## config.mk

```make
export PLATFORM = sky130hd
export DESIGN_NAME = sheared_line_rasterizer_core
export DESIGN_NICKNAME = d
export VERILOG_FILES = /design/src/slr_pkg.sv /design/src/slr_front.sv /design/src/slr_queue.sv /design/src/slr_back.sv /design/src/sheared_line_rasterizer_core.sv
export SDC_FILE = /design/constraint.sdc
export NUM_CORES = 2
export LEC_CHECK = 0
export BUFFER_PORTS_ARGS = -buffer_cell sky130_fd_sc_hd__buf_2
export CAP_MARGIN = 20
export CORE_MARGIN = 5
export CORE_UTILIZATION = 40
export DETAILED_ROUTE_END_ITERATION = 8
export PLACE_DENSITY = 0.61
export RECOVER_POWER = 100
export SLEW_MARGIN = 30
export SYNTH_ARGS = -nofsm -noshare
export SYNTH_HDL_FRONTEND = slang
export SYNTH_HIERARCHICAL = 1
export SYNTH_SLANG_ARGS = --single-unit
```

## constraint.sdc

```tcl
create_clock -name clock -period 8.7 [get_ports clock]
set_input_delay 0.87 -clock clock [delete_from_list [all_inputs] [get_ports clock]]
set_output_delay 0.87 -clock clock [all_outputs]
set_load 0.01 [all_outputs]
```

## src/slr_pkg.sv

```systemverilog
package slr_pkg;

   // Configuration register indexes
   typedef enum logic [1:0] {
      CSR_SHEAR_AXIS   = 2'd0,
      CSR_SHEAR_FACTOR = 2'd1,
      CSR_ORIGIN_X     = 2'd2,
      CSR_ORIGIN_Y     = 2'd3
   } csr_index_type;

   // Shear selector codes; the fourth code means no shear
   localparam logic [1:0] SHEAR_NONE = 2'd0;
   localparam logic [1:0] SHEAR_X    = 2'd1;
   localparam logic [1:0] SHEAR_Y    = 2'd2;

   localparam int CSR_DATA_BITS = 11;
   localparam int CSR_ADDR_BITS = 2;
   localparam int FACTOR_BITS   = 5;
   localparam int ORIGIN_RESET  = 1024;

   // Entries in the segment queue between front and back
   localparam int QUEUE_DEPTH = 2;

   // Per-segment flags handed from the classifier to the walker
   typedef struct packed {
      logic steep;   // walk steps along y
      logic y_down;  // y decreases along the walk
      logic cut;     // segment truncated at the pixel limit
   } slr_flags_type;

endpackage

```

## src/slr_front.sv

```systemverilog
module slr_front #(
   parameter int COORD_BITS = 11,
   parameter int MAX_PIXELS = 64
) (
   input  logic                                clock,
   input  logic                                reset,
   // segment input
   input  logic                                in_valid,
   output logic                                in_ready,
   input  logic signed [COORD_BITS-1:0]        start_x,
   input  logic signed [COORD_BITS-1:0]        start_y,
   input  logic signed [COORD_BITS-1:0]        end_x,
   input  logic signed [COORD_BITS-1:0]        end_y,
   // configuration
   input  logic [1:0]                          shear_axis,
   input  logic signed [slr_pkg::FACTOR_BITS-1:0] shear_factor,
   // classified segment toward the queue
   output logic                                out_valid,
   input  logic                                out_ready,
   output logic [COORD_BITS-1:0]               desc_x,
   output logic [COORD_BITS-1:0]               desc_y,
   output logic signed [COORD_BITS+6:0]        desc_two_dx,
   output logic signed [COORD_BITS+6:0]        desc_two_ady,
   output logic signed [COORD_BITS+7:0]        desc_d,
   output logic [$clog2(MAX_PIXELS)-1:0]       desc_cnt,
   output slr_pkg::slr_flags_type              desc_flags
);
   import slr_pkg::*;

   localparam int SW = COORD_BITS + 5;   // sheared coordinate
   localparam int DW = SW + 1;           // deltas
   localparam int EW = DW + 2;           // decision variable
   localparam int CW = $clog2(MAX_PIXELS);

   // sheared endpoints, stage 1
   logic                 s1_valid_ff, s1_valid_in;
   logic signed [SW-1:0] s1_x1_ff, s1_y1_ff, s1_x2_ff, s1_y2_ff;
   logic signed [SW-1:0] s1_x1_in, s1_y1_in, s1_x2_in, s1_y2_in;

   logic signed [SW-1:0] ex1, ey1, ex2, ey2, fac;
   logic                 load_s1, push;

   // classification of the registered endpoints
   logic                 swap, steep, cut;
   logic signed [SW-1:0] lo_x, lo_y, hi_x, hi_y;
   logic signed [DW-1:0] dx, dy, ady, major;

   assign push     = s1_valid_ff && out_ready;
   assign in_ready = !s1_valid_ff || push;
   assign load_s1  = in_valid && in_ready;

   // shear the endpoints
   always_comb begin
      ex1 = SW'(start_x);
      ey1 = SW'(start_y);
      ex2 = SW'(end_x);
      ey2 = SW'(end_y);
      fac = SW'(shear_factor);
      s1_x1_in = ex1;
      s1_y1_in = ey1;
      s1_x2_in = ex2;
      s1_y2_in = ey2;
      case (shear_axis)
         SHEAR_X: begin
            s1_x1_in = ex1 + fac * ey1;
            s1_x2_in = ex2 + fac * ey2;
         end
         SHEAR_Y: begin
            s1_y1_in = ey1 + fac * ex1;
            s1_y2_in = ey2 + fac * ex2;
         end
         default: ;
      endcase
      s1_valid_in = load_s1 ? 1'b1 : (push ? 1'b0 : s1_valid_ff);
   end

   always_ff @(posedge clock) begin
      if (reset) begin
         s1_valid_ff <= 1'b0;
      end else begin
         s1_valid_ff <= s1_valid_in;
      end
   end

   always_ff @(posedge clock) begin
      if (load_s1) begin
         s1_x1_ff <= s1_x1_in;
         s1_y1_ff <= s1_y1_in;
         s1_x2_ff <= s1_x2_in;
         s1_y2_ff <= s1_y2_in;
      end
   end

   // order by x, take deltas, pick the octant class and the initial decision
   always_comb begin
      swap = s1_x1_ff >= s1_x2_ff;
      lo_x = swap ? s1_x2_ff : s1_x1_ff;
      lo_y = swap ? s1_y2_ff : s1_y1_ff;
      hi_x = swap ? s1_x1_ff : s1_x2_ff;
      hi_y = swap ? s1_y1_ff : s1_y2_ff;
      dx    = DW'(hi_x) - DW'(lo_x);
      dy    = DW'(hi_y) - DW'(lo_y);
      ady   = dy[DW-1] ? -dy : dy;
      steep = ady > dx;
      major = steep ? ady : dx;
      cut   = major > DW'(MAX_PIXELS - 1);

      desc_x       = lo_x[COORD_BITS-1:0];
      desc_y       = lo_y[COORD_BITS-1:0];
      // doubled deltas need one bit more than the deltas
      desc_two_dx  = (DW+1)'(dx) <<< 1;
      desc_two_ady = (DW+1)'(ady) <<< 1;
      desc_d       = steep ? ((EW'(dx) <<< 1) - EW'(ady))
                           : ((EW'(ady) <<< 1) - EW'(dx));
      desc_cnt     = cut ? CW'(MAX_PIXELS - 1) : major[CW-1:0];
      desc_flags.steep  = steep;
      desc_flags.y_down = dy[DW-1];
      desc_flags.cut    = cut;
   end

   assign out_valid = s1_valid_ff;

endmodule

```

## src/slr_queue.sv

```systemverilog
module slr_queue #(
   parameter int WIDTH = 8
) (
   input  logic             clock,
   input  logic             reset,
   input  logic             push,
   output logic             not_full,
   input  logic [WIDTH-1:0] push_data,
   input  logic             pop,
   output logic             not_empty,
   output logic [WIDTH-1:0] pop_data,
   output logic [$clog2(slr_pkg::QUEUE_DEPTH+1)-1:0] count
);
   import slr_pkg::*;

   localparam int PW = $clog2(QUEUE_DEPTH);
   localparam int NW = $clog2(QUEUE_DEPTH + 1);

   logic [WIDTH-1:0] entry_ff [QUEUE_DEPTH];
   logic [PW-1:0]    wr_ptr_ff, wr_ptr_in, rd_ptr_ff, rd_ptr_in;
   logic [NW-1:0]    count_ff, count_in;

   assign not_full  = count_ff != NW'(QUEUE_DEPTH);
   assign not_empty = count_ff != '0;
   assign pop_data  = entry_ff[rd_ptr_ff];
   assign count     = count_ff;

   // pointer and fill count update
   always_comb begin
      wr_ptr_in = wr_ptr_ff;
      rd_ptr_in = rd_ptr_ff;
      count_in  = count_ff;
      if (push) begin
         wr_ptr_in = (wr_ptr_ff == PW'(QUEUE_DEPTH - 1)) ? '0 : wr_ptr_ff + 1'b1;
      end
      if (pop) begin
         rd_ptr_in = (rd_ptr_ff == PW'(QUEUE_DEPTH - 1)) ? '0 : rd_ptr_ff + 1'b1;
      end
      if (push && !pop) begin
         count_in = count_ff + 1'b1;
      end else if (pop && !push) begin
         count_in = count_ff - 1'b1;
      end
   end

   always_ff @(posedge clock) begin
      if (reset) begin
         wr_ptr_ff <= '0;
         rd_ptr_ff <= '0;
         count_ff  <= '0;
      end else begin
         wr_ptr_ff <= wr_ptr_in;
         rd_ptr_ff <= rd_ptr_in;
         count_ff  <= count_in;
      end
   end

   always_ff @(posedge clock) begin
      if (push) begin
         entry_ff[wr_ptr_ff] <= push_data;
      end
   end

endmodule

```

## src/slr_back.sv

```systemverilog
module slr_back #(
   parameter int COORD_BITS = 11,
   parameter int MAX_PIXELS = 64
) (
   input  logic                          clock,
   input  logic                          reset,
   // classified segment from the queue
   input  logic                          in_valid,
   output logic                          in_ready,
   input  logic [COORD_BITS-1:0]         desc_x,
   input  logic [COORD_BITS-1:0]         desc_y,
   input  logic signed [COORD_BITS+6:0]  desc_two_dx,
   input  logic signed [COORD_BITS+6:0]  desc_two_ady,
   input  logic signed [COORD_BITS+7:0]  desc_d,
   input  logic [$clog2(MAX_PIXELS)-1:0] desc_cnt,
   input  slr_pkg::slr_flags_type        desc_flags,
   // screen origin
   input  logic [COORD_BITS-1:0]         origin_x,
   input  logic [COORD_BITS-1:0]         origin_y,
   // pixel output
   output logic                          out_valid,
   input  logic                          out_ready,
   output logic [COORD_BITS-1:0]         pixel_col,
   output logic [COORD_BITS-1:0]         pixel_row,
   output logic                          last_pixel,
   output logic                          cut_short
);
   import slr_pkg::*;

   localparam int DW = COORD_BITS + 6;
   localparam int EW = DW + 2;
   localparam int CW = $clog2(MAX_PIXELS);

   logic                   busy_ff, busy_in;
   logic [COORD_BITS-1:0]  x_ff, x_in, y_ff, y_in;
   logic signed [EW-1:0]   d_ff, d_in;
   logic signed [EW-1:0]   two_dx_ff, two_ady_ff;
   logic [CW-1:0]          cnt_ff, cnt_in;
   slr_flags_type          flags_ff;

   logic                   out_valid_ff, out_valid_in;
   logic [COORD_BITS-1:0]  col_ff, row_ff;
   logic                   last_ff, cut_ff;

   logic                   load, fire, d_pos, step_x, step_y, done;
   logic signed [EW-1:0]   d_major, d_minor;

   assign in_ready = !busy_ff;
   assign load     = in_valid && !busy_ff;
   assign fire     = busy_ff && (!out_valid_ff || out_ready);
   assign done     = cnt_ff == '0;

   // one midpoint step per emitted pixel
   always_comb begin
      d_pos   = d_ff > 0;
      d_major = flags_ff.steep ? two_ady_ff : two_dx_ff;
      d_minor = flags_ff.steep ? two_dx_ff : two_ady_ff;
      step_x  = !flags_ff.steep || d_pos;
      step_y  = flags_ff.steep || d_pos;

      x_in    = x_ff;
      y_in    = y_ff;
      d_in    = d_ff;
      cnt_in  = cnt_ff;
      busy_in = busy_ff;
      if (load) begin
         x_in    = desc_x;
         y_in    = desc_y;
         d_in    = desc_d;
         cnt_in  = desc_cnt;
         busy_in = 1'b1;
      end else if (fire) begin
         x_in = step_x ? x_ff + 1'b1 : x_ff;
         if (step_y) begin
            y_in = flags_ff.y_down ? y_ff - 1'b1 : y_ff + 1'b1;
         end
         d_in   = (d_pos ? d_ff - d_major : d_ff) + d_minor;
         cnt_in = cnt_ff - 1'b1;
         busy_in = !done;
      end

      out_valid_in = fire ? 1'b1 : (out_ready ? 1'b0 : out_valid_ff);
   end

   always_ff @(posedge clock) begin
      if (reset) begin
         busy_ff      <= 1'b0;
         out_valid_ff <= 1'b0;
      end else begin
         busy_ff      <= busy_in;
         out_valid_ff <= out_valid_in;
      end
   end

   // walk state and segment constants
   always_ff @(posedge clock) begin
      x_ff   <= x_in;
      y_ff   <= y_in;
      d_ff   <= d_in;
      cnt_ff <= cnt_in;
      if (load) begin
         two_dx_ff  <= EW'(desc_two_dx);
         two_ady_ff <= EW'(desc_two_ady);
         flags_ff   <= desc_flags;
      end
   end

   // output register: screen position of the current pixel
   always_ff @(posedge clock) begin
      if (fire) begin
         col_ff  <= origin_x + x_ff;
         row_ff  <= origin_y - y_ff;
         last_ff <= done;
         cut_ff  <= flags_ff.cut;
      end
   end

   assign out_valid  = out_valid_ff;
   assign pixel_col  = col_ff;
   assign pixel_row  = row_ff;
   assign last_pixel = last_ff;
   assign cut_short  = cut_ff;

endmodule

```

## src/sheared_line_rasterizer_core.sv

```systemverilog
// Channel  Direction  Handshake             Payload
// req      in         req_tvalid/tready     tdata: start_x, start_y, end_x, end_y
// rsp      out        rsp_tvalid/tready     tdata: pixel_col, pixel_row; tlast; tuser
// csr      in         csr_we (no wait)      csr_addr, csr_wdata
//
// A segment of n pixels yields min(n, MAX_PIXELS) pixels: the pixel walker loads it
// from the queue, then emits one pixel per cycle while rsp_tready does not stall it.
// The front register (shear multiply) and the 2-entry queue lie ahead of the load,
// and overlap the walk of the previous segment.
// Reset is synchronous, active high; clears handshake state, no shear, origin 1024, 1024.
// A stalled rsp_tready holds the walker; the front keeps filling the queue.
module sheared_line_rasterizer_core #(
   parameter int MAX_PIXELS = 64,
   parameter int COORD_BITS = 11
) (
   input  logic clock,
   input  logic reset,
   // segment input
   input  logic                                      req_tvalid,
   output logic                                      req_tready,
   // start_x, start_y, end_x, end_y, zero pad
   input  logic [((4*COORD_BITS+7)/8)*8-1:0]         req_tdata,
   // pixel output
   output logic                                      rsp_tvalid,
   input  logic                                      rsp_tready,
   // pixel_col, pixel_row, zero pad
   output logic [((2*COORD_BITS+7)/8)*8-1:0]         rsp_tdata,
   output logic                                      rsp_tlast,
   // cut_short
   output logic                                      rsp_tuser,
   // configuration writes
   input  logic                                      csr_we,
   input  logic [slr_pkg::CSR_ADDR_BITS-1:0]         csr_addr,
   input  logic [COORD_BITS-1:0]                     csr_wdata
);
   import slr_pkg::*;

   localparam int CB  = COORD_BITS;
   localparam int DW  = CB + 6;
   localparam int TW  = DW + 1;
   localparam int EW  = DW + 2;
   localparam int CW  = $clog2(MAX_PIXELS);
   localparam int RDW = ((2*CB+7)/8)*8;
   localparam int QW  = 2*CB + 2*TW + EW + CW + $bits(slr_flags_type);
   localparam int NW  = $clog2(QUEUE_DEPTH + 1);

   // configuration registers
   logic [1:0]                    shear_axis_ff;
   logic signed [FACTOR_BITS-1:0] shear_factor_ff;
   logic [CB-1:0]                 origin_x_ff, origin_y_ff;

   always_ff @(posedge clock) begin
      if (reset) begin
         shear_axis_ff   <= SHEAR_NONE;
         shear_factor_ff <= '0;
         origin_x_ff     <= CB'(ORIGIN_RESET);
         origin_y_ff     <= CB'(ORIGIN_RESET);
      end else if (csr_we) begin
         unique case (csr_index_type'(csr_addr))
            CSR_SHEAR_AXIS:   shear_axis_ff   <= csr_wdata[1:0];
            CSR_SHEAR_FACTOR: shear_factor_ff <= csr_wdata[FACTOR_BITS-1:0];
            CSR_ORIGIN_X:     origin_x_ff     <= csr_wdata;
            CSR_ORIGIN_Y:     origin_y_ff     <= csr_wdata;
            default: ;
         endcase
      end
   end

   // front: shear and classify
   logic                  f_valid, f_ready;
   logic [CB-1:0]         f_x, f_y;
   logic signed [TW-1:0]  f_two_dx, f_two_ady;
   logic signed [EW-1:0]  f_d;
   logic [CW-1:0]         f_cnt;
   slr_flags_type         f_flags;

   slr_front #(
      .COORD_BITS (COORD_BITS),
      .MAX_PIXELS (MAX_PIXELS)
   ) u_front (
      .clock        (clock),
      .reset        (reset),
      .in_valid     (req_tvalid),
      .in_ready     (req_tready),
      .start_x      (req_tdata[CB-1:0]),
      .start_y      (req_tdata[2*CB-1:CB]),
      .end_x        (req_tdata[3*CB-1:2*CB]),
      .end_y        (req_tdata[4*CB-1:3*CB]),
      .shear_axis   (shear_axis_ff),
      .shear_factor (shear_factor_ff),
      .out_valid    (f_valid),
      .out_ready    (f_ready),
      .desc_x       (f_x),
      .desc_y       (f_y),
      .desc_two_dx  (f_two_dx),
      .desc_two_ady (f_two_ady),
      .desc_d       (f_d),
      .desc_cnt     (f_cnt),
      .desc_flags   (f_flags)
   );

   // segment queue
   logic [QW-1:0] q_in, q_out;
   logic          q_push, q_pop, q_not_empty, b_ready;
   logic [NW-1:0] q_count;

   assign q_in   = {f_x, f_y, f_two_dx, f_two_ady, f_d, f_cnt, f_flags};
   assign q_push = f_valid && f_ready;
   assign q_pop  = q_not_empty && b_ready;

   slr_queue #(
      .WIDTH (QW)
   ) u_queue (
      .clock     (clock),
      .reset     (reset),
      .push      (q_push),
      .not_full  (f_ready),
      .push_data (q_in),
      .pop       (q_pop),
      .not_empty (q_not_empty),
      .pop_data  (q_out),
      .count     (q_count)
   );

   logic [CB-1:0]         b_x, b_y;
   logic signed [TW-1:0]  b_two_dx, b_two_ady;
   logic signed [EW-1:0]  b_d;
   logic [CW-1:0]         b_cnt;
   slr_flags_type         b_flags;

   always_comb begin
      {b_x, b_y, b_two_dx, b_two_ady, b_d, b_cnt, b_flags} = q_out;
   end

   // back: pixel walker
   logic [CB-1:0] pix_col, pix_row;

   slr_back #(
      .COORD_BITS (COORD_BITS),
      .MAX_PIXELS (MAX_PIXELS)
   ) u_back (
      .clock        (clock),
      .reset        (reset),
      .in_valid     (q_not_empty),
      .in_ready     (b_ready),
      .desc_x       (b_x),
      .desc_y       (b_y),
      .desc_two_dx  (b_two_dx),
      .desc_two_ady (b_two_ady),
      .desc_d       (b_d),
      .desc_cnt     (b_cnt),
      .desc_flags   (b_flags),
      .origin_x     (origin_x_ff),
      .origin_y     (origin_y_ff),
      .out_valid    (rsp_tvalid),
      .out_ready    (rsp_tready),
      .pixel_col    (pix_col),
      .pixel_row    (pix_row),
      .last_pixel   (rsp_tlast),
      .cut_short    (rsp_tuser)
   );

   assign rsp_tdata = RDW'({pix_row, pix_col});

`ifndef SYNTH
   // queue is never written when full
   assert property (@(posedge clock) disable iff (reset)
      q_push |-> (q_count < NW'(QUEUE_DEPTH)))
      else $error("segment queue overflow");

   // a segment's pixels come out without gaps
   assert property (@(posedge clock) disable iff (reset)
      (rsp_tvalid && rsp_tready && !rsp_tlast) |=> rsp_tvalid)
      else $error("gap inside a segment");

   // truncation flag is the same on every pixel of a segment
   assert property (@(posedge clock) disable iff (reset)
      (rsp_tvalid && rsp_tready && !rsp_tlast) |=> (rsp_tuser == $past(rsp_tuser)))
      else $error("cut flag changed inside a segment");
`endif

endmodule

```

==> Implementation_results.wiki <==
{| class="wikitable"
! Metric !! Value
|-
| Status || finished with violations
|-
| Failing checks || capacitance limit, slew limit
|-
| Main combinational cell family by area after synthesis || adder cells
|-
| # port buffers || between 80 and 90
|-
| Net switching power || 5.072 mW
|-
| Total Power || 11.78 mW
|-
| Post-synth top flop || edfxtp_1
|-
| Adder-cell share of the synthesized area || 0.2204
|-
| Highest clock rate || approximately 0.12 GHz
|-
| Type of the worst min-delay path || reg -> reg
|-
| Count of unique library cells instantiated by Yosys || between 100 and 150
|-
| Remaining global-route overflow || 0
|-
| Data arrival at the endpoint of the critical path || ~8.3 ns
|-
| Flop2flop setup slack || approximately 0.68 ns
|-
| Leakage || approximately 14 nW
|-
| Startpoint of the most critical register-to-register path || u_front/s1_x1_ff[13]
|-
| Final RePlAce weighted congestion || 0.8787
|-
| Startpoint of the tightest hold check path || u_back/flags_ff[0]
|-
| Standard-cell row count || roughly 100
|-
| Required time reported for the critical path endpoint || around 9 ns
|-
| Power Dens Cells || approximately 330 nW/µm²
|-
| IR drop worst, VDD || approximately 0.21 mV
|-
| Number of global-route vias before repair || roughly 23k
|-
| Proportion of synthesized area in mux cells || 0.06614
|-
| Max-cap violations || 15
|-
| Area used by sequential logic in the layout || between 10000 and 15000 µm²
|-
| Synthesized-area fraction occupied by xor and xnor cells || 0.05024
|-
| Root Buffer Master || clkbuf_16
|-
| Cts bufs inserted || 42
|-
| Synthesis-stage register bit count || 383
|-
| Number of DRC markers in iteration 0 || roughly 1.4k
|-
| Ranking of synthesized cells by area || edfxtp_1 (32%), fa_1 (12%), ha_1 (10%), inv_1 (3.8%), nand2_1 (3.6%)
|-
| Setup repair after global routing missed its margin || false
|-
| Iteration count of the initial detailed-routing pass || 5
|-
| Fraction of the mapped netlist area in compound gates || 0.1252
|-
| Antenna diode instance count || 0
|-
| Portion of the post-synthesis area used by sequential elements || 0.3417
|-
| Top-Level Pins || 94
|-
| Netlist Area Pre-Place || between 30000 and 40000 µm²
|-
| H-tree levels || 2
|-
| Post-layout minimum cycle time || 8.020 ns
|-
| Number of fill cells || a little under 8k
|-
| Combined area of the multi-input logic cells || ~20000 µm²
|-
| P_int || 6.707 mW
|-
| Portion of total power attributed to sequential cells || 0.276
|-
| Post-Synth Simple-Gate Area || 0.1417
|-
| Register clock-pin slew on the reported worst setup and hold paths || 0.06 ns
|-
| Number of vias in the routed layout || roughly 23k
|-
| Via density || approximately 5.3
|-
| Switch share || 0.4306
|-
| Die outline area || 87240 µm²
|-
| Post-detail-place hpwl || slightly below 60000 µm
|-
| Proportion of netlist area held by the largest area contributor || 0.3190
|-
| Die X || 295.4 µm
|-
| Setup TNS after final layout || 0 ns
|-
| YS warnings || 6
|-
| Post-CTS Hold Fix Bufs || 0
|-
| Worst slew margin || -1.425
|-
| Starting density of the core || 0.4038
|-
| Final period utilization || 0.9218
|-
| Maximum number of pins on one net before global-route repair || 69
|-
| Synthesized area per cell || 10.23 µm²
|-
| Post-detailed-routing wire length || about 75000 µm
|-
| Synth cell count leaders || edfxtp_1 (346), inv_1 (333), nand2_1 (313), ha_1 (264), fa_1 (191)
|-
| Share of total power in combinational logic || 0.574
|-
| Core Area || between 80000 and 90000 µm²
|-
| Number of remaining DRC errors || 0
|-
| Launching element type of the critical path || flip-flop
|-
| Number of instances in the synthesized netlist || 3185
|-
| Standard cell with the maximum stage delay on the critical path || xnor2_1
|-
| Buffer depth of the longest clock path || 3
|-
| Most common cell in the netlist || edfxtp_1
|-
| Maximum fanout along the worst path || 27
|-
| Setup Skew || 0.05091 ns
|-
| CTS Sinks || roughly 380
|-
| Skew-Pair Late Insertion Delay || 0.60 ns
|-
| Final core area utilization || 0.4366
|-
| Clock power frac || 0.150
|-
| Count of flip-flops with a built-in enable after synthesis || approximately 350
|-
| Die Height || about 300 µm
|-
| TritonCTS clock tree || built
|-
| Finish-stage setup viols || 0
|-
| Share of synthesized flip-flops with an asynchronous set or reset || 0
|-
| Crit path launch || u_front/s1_x1_ff[13]
|-
| Post-detailed-route wirelength per cell || 17.33 µm
|-
| Crit. End Element || flip-flop
|-
| GRT Total Usage || 0.1717
|-
| Number of antenna violations at the first check in global routing || 2
|-
| Post-route antenna net violation count || 0
|-
| CP max stage delay || roughly 0.56 ns
|-
| Critical setup path kind || reg -> reg
|-
| Least-Margin Pin Slew || 3.637 ns
|-
| Hold Fails Final Rpt || 0
|-
| Crit path top cell by count || ha_1
|-
| Global-route wire length before repair || 120900 µm
|-
| NumNets Final || 3764
|-
| Area growth, synth to finish || 8.147%
|-
| Share of cells above drive strength 1 || 0.08833
|-
| Max-slew violation total from the final report || about 660
|-
| Yosys top cell by area || edfxtp_1
|}
[final timing paths]
kind	endpoint	cells past startpoint
worst max-delay path	u_queue/entry_ff[0][6]	29
worst min register to register	u_back/cut_short	0
worst max register to register	u_queue/entry_ff[0][6]	29
worst min-delay path	u_back/cut_short	0
[critical path: cells and delay by family, from the launching register on]
family	cells	cell delay (ns)
and+or+nand+nor	11	2.34
xor gates and xnor gates	2	0.90
DFF	1	0.41
buffers and inverters	1	0.38
adders and majority gates	3	1.00
AOI/OAI and AO/OA	12	2.70
[logic make-up after synthesis]
| group | count (synthesis) |
|---|---|
| adders and majority gates | 460 |
| other | 2 |
| and+or+nand+nor | 907 |
| xor gates and xnor gates | 186 |
| buffers and inverters | 437 |
| AOI/OAI and AO/OA | 626 |
| DFF | 383 |
| muxes | 184 |
[what timing repair did]
item | 4_1_cts | 5_1_grt
gates resized for setup | 0 | 5
buffers inserted | 0 | 1
endpoints found under the setup margin | 0 | 16
[power by group through the flow]
stage	clock network [mW]	registers [mW]	logic [mW]
finish	1.77	3.25	6.76
global route	1.90	3.30	7.58
CTS	1.82	3.24	6.83
detailed placement	0	3.27	6.78
global placement	0	3.26	6.68
floorplan	0	3.17	5.27
[state kept, by name, indices dropped and copies added (netlist names), 11 cells and up, named ones only]
register	cells
u_back/pixel_col	11
u_queue/entry_ff	172
u_back/d_ff	19
u_back/two_dx_ff	18
u_back/x_ff	11
u_back/pixel_row	11
u_front/s1_x2_ff	16
u_front/s1_x1_ff	16
u_front/s1_y1_ff	16
u_back/two_ady_ff	18
u_front/s1_y2_ff	16
u_back/y_ff	11
origin_x_ff	11
origin_y_ff	11
[through the flow]
| step | setup slack [ns] | std cells | hold slack, ns | instance area [µm²] |
|---|---|---|---|---|
| floorplan | 0.8528 | 3187 | 0.4003 | 32580 |
| detailed placement | 0.6148 | 4258 | 0.4045 | 34080 |
| global placement | 0.6540 | 4257 | 0.4055 | 34050 |
| finish | 0.6800 | 4332 | 0.4156 | 35230 |
| CTS | 0.5573 | 4331 | 0.4166 | 35460 |
| global route | 0.001764 | 4332 | 0.4282 | 35230 |
[layer usage]
layer  part of all wire  GRT usage
met1               0.47     0.2416
met5           0.000093          0
met2               0.45     0.2794
met4              0.029    0.04975
met3              0.044    0.02314
[layout by cell type, fill, tap and decap left out, types with 21 or more instances in the layout]
cell,Yosys,routed
edfxtp_1,346,346
inv_1,333,332
nand2_1,313,313
ha_1,264,261
fa_1,191,191
o21ai_0,184,182
a21oi_1,151,151
xnor2_1,129,129
nor2_1,127,127
nand2b_1,115,115
and2_1,105,94
mux2_2,90,88
buf_2,14,60
xor2_1,56,56
mux2i_1,54,54
nand3_1,50,50
clkbuf_16,0,42
clkbuf_1,69,42
o21bai_1,41,41
dfxtp_1,37,36
mux2_1,0,36
nor2b_1,35,35
nor3_1,33,33
o21a_1,29,29
a21o_1,27,27
and3_1,25,25
or3_1,23,23
o211ai_1,21,21
[area by class of cell]
cell class,instances,share of cell area
Clock buffer,44,0.03005
Clock inverter,29,0.009199
Inverter,333,0.03552
Multi-Input combinational cell,2367,0.5554
Sequential cell,383,0.3160
Tap cell,1060,0.03765
Timing Repair Buffer,116,0.01620
(Power assumes the default switching activity.)
